## src/sv/qau_pkg.sv

```systemverilog
`default_nettype none
package qau_pkg;

  // Word format
  localparam int WORD_W    = 32;
  localparam int FRAC_BITS = 16;
  localparam int NORM_W    = WORD_W + 1;
  localparam int PROD_W    = 2 * WORD_W;
  // Sum of four squares
  localparam int SQ_W      = PROD_W + 1;

  // Square root: one root bit per stage
  localparam int SQRT_STAGES = NORM_W;
  localparam int RAD_W       = 2 * SQRT_STAGES;
  localparam int REM_W       = NORM_W + 3;

  // Divider: one quotient bit per stage
  localparam int DNUM_W = 2 * WORD_W;
  localparam int DDEN_W = SQ_W;
  localparam int DREM_W = DDEN_W + 1;

  // Hamilton product sums and saturation input
  localparam int HSUM_W = PROD_W + 2;
  localparam int SAT_W  = HSUM_W + 1;

  // Squares, sum, root, setup, divide, saturate, two product stages, output
  localparam int LATENCY = 2 + SQRT_STAGES + 1 + DNUM_W + 1 + 2 + 1;

  // Opcodes
  localparam logic [3:0] OP_ADD   = 4'd0;
  localparam logic [3:0] OP_SUB   = 4'd1;
  localparam logic [3:0] OP_MUL   = 4'd2;
  localparam logic [3:0] OP_SCALE = 4'd3;
  localparam logic [3:0] OP_CONJ  = 4'd4;
  localparam logic [3:0] OP_MAG   = 4'd5;
  localparam logic [3:0] OP_NORM  = 4'd6;
  localparam logic [3:0] OP_INV   = 4'd7;
  localparam logic [3:0] OP_DIV   = 4'd8;

  // Status codes
  localparam logic [1:0] ST_OK  = 2'd0;
  localparam logic [1:0] ST_DZ  = 2'd1;
  localparam logic [1:0] ST_OVF = 2'd2;

  localparam logic signed [SAT_W-1:0] SMAX_W =
    {{(SAT_W - WORD_W + 1){1'b0}}, {(WORD_W - 1){1'b1}}};
  localparam logic signed [SAT_W-1:0] SMIN_W =
    {{(SAT_W - WORD_W + 1){1'b1}}, {(WORD_W - 1){1'b0}}};

  typedef logic signed [WORD_W-1:0] word_t;
  typedef logic signed [HSUM_W-1:0] hsum_t;

  typedef struct packed {
    word_t w;
    word_t x;
    word_t y;
    word_t z;
  } quat_t;

  typedef struct packed {
    hsum_t w;
    hsum_t x;
    hsum_t y;
    hsum_t z;
  } hquat_t;

  typedef struct packed {
    logic [3:0] req_type;
    word_t      a_w;
    word_t      a_x;
    word_t      a_y;
    word_t      a_z;
    word_t      b_w;
    word_t      b_x;
    word_t      b_y;
    word_t      b_z;
    word_t      scale_factor;
  } req_t;

  typedef struct packed {
    word_t             res_w;
    word_t             res_x;
    word_t             res_y;
    word_t             res_z;
    logic [NORM_W-1:0] norm_value;
    logic [1:0]        status;
  } res_t;

  typedef struct packed {
    word_t v;
    logic  ovf;
  } sat_t;

  // Clamp a wide signed value to the word range
  function automatic sat_t saturate(input logic signed [SAT_W-1:0] v);
    sat_t r;
    if (v > SMAX_W) begin
      r.v   = {1'b0, {(WORD_W - 1){1'b1}}};
      r.ovf = 1'b1;
    end else if (v < SMIN_W) begin
      r.v   = {1'b1, {(WORD_W - 1){1'b0}}};
      r.ovf = 1'b1;
    end else begin
      r.v   = v[WORD_W-1:0];
      r.ovf = 1'b0;
    end
    return r;
  endfunction

endpackage
`default_nettype wire

```

## src/sv/qau_sqrt.sv

```systemverilog
`default_nettype none
module qau_sqrt (
  input  wire                        clk,
  input  wire [qau_pkg::SQ_W-1:0]    rad,
  output logic [qau_pkg::NORM_W-1:0] root
);
  import qau_pkg::*;

  logic [RAD_W-1:0]  rad_q  [SQRT_STAGES];
  logic [REM_W-1:0]  rem_q  [SQRT_STAGES];
  logic [NORM_W-1:0] root_q [SQRT_STAGES];

  // Digit-by-digit root, two radicand bits per stage
  for (genvar g = 0; g < SQRT_STAGES; g++) begin : g_stage
    logic [RAD_W-1:0]  rad_i;
    logic [REM_W-1:0]  rem_i;
    logic [NORM_W-1:0] root_i;
    logic [REM_W-1:0]  rem_sh;
    logic [REM_W-1:0]  trial;

    if (g == 0) begin : g_first
      assign rad_i  = RAD_W'(rad);
      assign rem_i  = '0;
      assign root_i = '0;
    end else begin : g_next
      assign rad_i  = rad_q[g-1];
      assign rem_i  = rem_q[g-1];
      assign root_i = root_q[g-1];
    end

    assign rem_sh = {rem_i[REM_W-3:0], rad_i[RAD_W-1 -: 2]};
    assign trial  = REM_W'({root_i, 2'b01});

    always_ff @(posedge clk) begin
      rad_q[g] <= {rad_i[RAD_W-3:0], 2'b00};
      if (rem_sh >= trial) begin
        rem_q[g]  <= rem_sh - trial;
        root_q[g] <= {root_i[NORM_W-2:0], 1'b1};
      end else begin
        rem_q[g]  <= rem_sh;
        root_q[g] <= {root_i[NORM_W-2:0], 1'b0};
      end
    end
  end

  assign root = root_q[SQRT_STAGES-1];

endmodule
`default_nettype wire

```

## config.mk

```make
export PLATFORM = sky130hd
export DESIGN_NAME = qau_sqrt
export DESIGN_NICKNAME = d
export VERILOG_FILES = /design/src/sv/qau_pkg.sv /design/src/sv/qau_sqrt.sv
export SDC_FILE = /design/constraint.sdc
export NUM_CORES = 2
export LEC_CHECK = 0
export CAP_MARGIN = 20
export CORE_ASPECT_RATIO = 2
export CORE_UTILIZATION = 51
export CTS_BUF_LIST = sky130_fd_sc_hd__clkbuf_8
export CTS_CLUSTER_DIAMETER = 80
export CTS_CLUSTER_SIZE = 40
export DETAILED_ROUTE_END_ITERATION = 10
export DONT_BUFFER_PORTS = 1
export PLACE_DENSITY = 0.76
export SYNTH_ARGS = -nofsm -noshare
export SYNTH_HDL_FRONTEND = slang
export SYNTH_MEMORY_MAX_BITS = 65536
export SYNTH_SLANG_ARGS = --single-unit
export TNS_END_PERCENT = 30
```

## constraint.sdc

```tcl
create_clock -name clk -period 4.1 [get_ports clk]
set_clock_uncertainty 0.1 [all_clocks]
set_input_delay 0.615 -clock clk [delete_from_list [all_inputs] [get_ports clk]]
set_output_delay 0.615 -clock clk [all_outputs]
set_load 0.02 [all_outputs]
```

==> key figures <==
Clock network
  • Clock sink count: 2,649
  • Clock tree root buffer cell: clkbuf_8
  • Clock transition at path regs: 0.22 ns
  • CTS tree: yes
  • H-tree levels: 3
  • Clk buf depth: 3
  • CTS Buf Count: 78
  • Worst skew pair latency: 0.94 ns

Final layout
  • Net count, final: 10,331
  • Final core occ: 54.2%
  • Storage cell area: 53,000 µm²
  • # fillers: 16,589
  • Area taken by multi-input logic gates: 40,800 µm²
  • Fin area: 103,000 µm²
  • Synthesis-to-layout area growth: 5.38%
  • Post-Layout Cell Count: 12,200
  • Share of cells above drive strength 1: 4.18%

Drt
  • Initial DRC count: 3,430
  • DRT Wirelength: 243 mm
  • Via-to-Cell Ratio: 5.49
  • Routed Antenna Nets: 0
  • Via count: 67,004
  • Drt drc: 0
  • Avg WL per Cell: 19.9 µm
  • Router iterations before antenna repair: 6

GRT
  • Largest net degree at the start of global routing: 53
  • GRT Total Usage: 24.7%
  • Initial antenna violation count: 8
  • Vias in the first global route: 68,789
  • Global-route wire length before repair: 371 mm
  • Total gr overflow: 0

Place
  • Port bufs: 0
  • GPL Wtd Cong: 1.00
  • DP HPWL: 194 mm
  • Placed Instance Area: 101,000 µm²
  • Placed insts: 12,033

Yosys
  • Post-synth EDFFs: 0
  • Synthesized area per cell: 10.1 µm²
  • Syn nets: 10,290
  • Post-synth ARST share: 0%
  • Sequential fraction of the synthesis area: 54.4%
  • Synth Warn #: 0
  • Library cells used by synthesis: 99
  • Post-Syn Area: 97,500 µm²
  • #FFs+latches synth: 2,649
  • Top FF cell, synth: dfxtp_1
  • Mapped Cells: 9,630

Flow run
  • Max-Cap Viols: 0

Worst hold path
  • Min-Delay Path Class: primary input to register
  • Hold_sp: rad[57]

Timing
  • Final period util: 96.7%
  • Final Hold Viols: 0
  • Period minus WS final: 3.97 ns
  • Final Max Tran Viols: 0
  • Relative slew slack: 24.1%
  • Worst-margin pin slew: 1.13 ns
  • Setup TNS: 0 ns
  • Setup violations, final: 0
  • RSZ-0062 raised after global routing: no
  • Maximum operating frequency: 0.252 GHz

Status
  • Outcome: finished clean

Floorplan
  • Core box area: 190,000 µm²
  • Die footprint: 193,000 µm²
  • I/O pins: 99
  • Chip Width: 311 µm
  • Die height: 620 µm
  • Cell Rows: 226
  • Starting density of the core: 51.4%

Critical path
  • CP top delay family: compound AO/OA/AOI/OAI gates
  • CP Launch Type: register
  • Worst setup EP type: register
  • Worst Path Max Fanout: 26
  • Stages on the worst setup path: 13
  • Worst Path Required: 4.78 ns
  • CP cell instances: inv_1 -> ha_1 -> nor2b_1 -> o31a_1 -> o41ai_1 -> buf_4 -> o2111ai_1 -> nand2_1 -> o31ai_1 -> nor3_2 -> buf_4 -> nand2_1 -> o21ai_1
  • Crit path to: rem_q[26][6]
  • Slowest-stage cell, CP: dfxtp_1
  • Worst r2r dst: rem_q[26][6]
  • Reg2Reg Setup Slack: 0.13 ns
  • WS Path Type: register to register
  • WP data arrival: 4.65 ns
  • Crit-path max cell delay: 0.71 ns
  • R2r startpoint: root_q[25][0]
  • Reg2Reg Depth: 13
  • CP startpoint: root_q[25][0]
  • CP bufs+invs: 3

Pwr
  • Peak supply drop: 595 µV
  • Leakage: 48.2 nW
  • PD cells: 522 nW/µm²
## worst min path at each step
| stage | cells past startpoint | slack [ns] | end |
|---|---|---|---|
| global route | 1 | 0.04 | rad_q[0][25] |
| floorplan | 0 | 0.21 | rad_q[0][1000] |
| CTS | 1 | 0.009 | rad_q[0][54] |
| detailed placement | 0 | 0.21 | rad_q[0][1531] |
| finish | 1 | 0.12 | rad_q[0][57] |
| global placement | 0 | 0.21 | rad_q[0][200] |
## per-stage QoR
step / setup slack (ns) / power [mW] / hold slack (ns)
final: 0.134 / 53.7 / 0.122
after global routing: 0.0113 / 56.5 / 0.0366
after CTS: 0.124 / 54.0 / 0.00948
after detailed placement: -0.125 / 45.1 / 0.212
after global placement: -0.233 / 44.7 / 0.209
after floorplan: 0.737 / 40.8 / 0.210
## cell usage in the layout, fill, tap and decap left out, drive strengths merged, types with 85 or more instances in the layout
cell type	synthesis	routed
dfxtp	2649	2649
nand4	118	118
xor2	408	408
nand2	531	531
a21o	278	278
o21a	96	96
nor3	207	207
nand3	159	159
or3	93	93
o21ai	425	425
nor2b	85	85
a21oi	721	721
inv	767	776
ha	594	594
buf	29	115
nand2b	90	90
nor2	687	687
mux2	89	89
xnor2	465	465
nor4	116	116
## sequential cells by signal, indices dropped and copies added (netlist names)
signal	count
root_q	561
rem_q	1032
rad_q	1056
## metal layers
layer / up-vias / track usage, % / part of all wire [%]
li1: 32835 / - / -
met1: 31768 / 18.8 / 30
met2: 1548 / 51.3 / 57
met3: 845 / 2.81 / 2.6
met4: 8 / 23.8 / 11
met5: - / 0 / 0.020
## report_power, final
| part | internal [mW] | switching [mW] | total (mW) |
|---|---|---|---|
| combinational | 4.98 | 6.41 | 11.4 |
| clock | 1.85 | 7.07 | 8.92 |
| sequential | 29.8 | 3.61 | 33.4 |
## layout make-up
class	instances	share of cell area, %
flip-flops and latches	2649	51.6
diodes	8	0.0195
clock buffers	78	1.04
clock inverters	15	0.196
inverters	768	2.81
multi-input cells	5993	39.7
well taps	2508	3.05
repair buffers	181	1.55
## synth_stat cells, types with 11 or more instances
cell type / count / area (µm²)
a31o_2: 17 / 149
o2111ai_1: 17 / 149
a21o_1: 278 / 2090
nand3_1: 159 / 796
dfxtp_1: 2649 / 53000
clkbuf_1: 191 / 717
o31ai_1: 52 / 390
o311ai_0: 11 / 96.3
o41ai_1: 14 / 123
xor2_1: 408 / 3570
and4_1: 13 / 114
o21a_1: 96 / 721
and3_1: 58 / 363
nor2_1: 686 / 2570
nor4_1: 111 / 694
nand2b_1: 90 / 563
and2_1: 38 / 238
o21ai_0: 419 / 2100
a21oi_1: 720 / 3600
nand4b_1: 15 / 131
nand2_1: 531 / 1990
o22ai_1: 11 / 68.8
o211ai_1: 32 / 240
a211o_1: 15 / 131
or3_1: 89 / 557
nor3_1: 207 / 1040
buf_2: 13 / 65.1
a2111oi_0: 12 / 105
or2_2: 40 / 250
a21boi_0: 19 / 143
nor4b_1: 22 / 193
buf_1: 12 / 45.0
a211oi_1: 45 / 338
or4_1: 74 / 556
ha_1: 594 / 7430
mux2_2: 89 / 1000
xnor2_1: 465 / 4070
nand4_1: 118 / 738
nor2b_1: 85 / 532
nor3b_1: 16 / 120
inv_1: 765 / 2870
a31oi_1: 56 / 350
a221o_1: 12 / 120
o21bai_1: 68 / 510
nand3b_1: 30 / 225
## cells by family (layout without fill, tap and decap cells)
logic type,after synthesis,after routing,synth area share (%)
adders and majority gates,594,594,7.62
AOI/OAI and AO/OA,2008,2008,12.8
DFF,2649,2649,54.4
and+or+nand+nor,2419,2419,12.4
other,1,9,0.00385
muxes,98,98,1.12
xor gates and xnor gates,873,873,7.84
buffers and inverters,988,1042,3.84
## repair_timing
item	CTS	global route
hold buffers	65	0
setup endpoints to repair	1	10
setup buffers	0	0
resized for setup	1	5
hold endpoints to repair	65	0
Note: power is estimated with default switching activity, not from simulation.
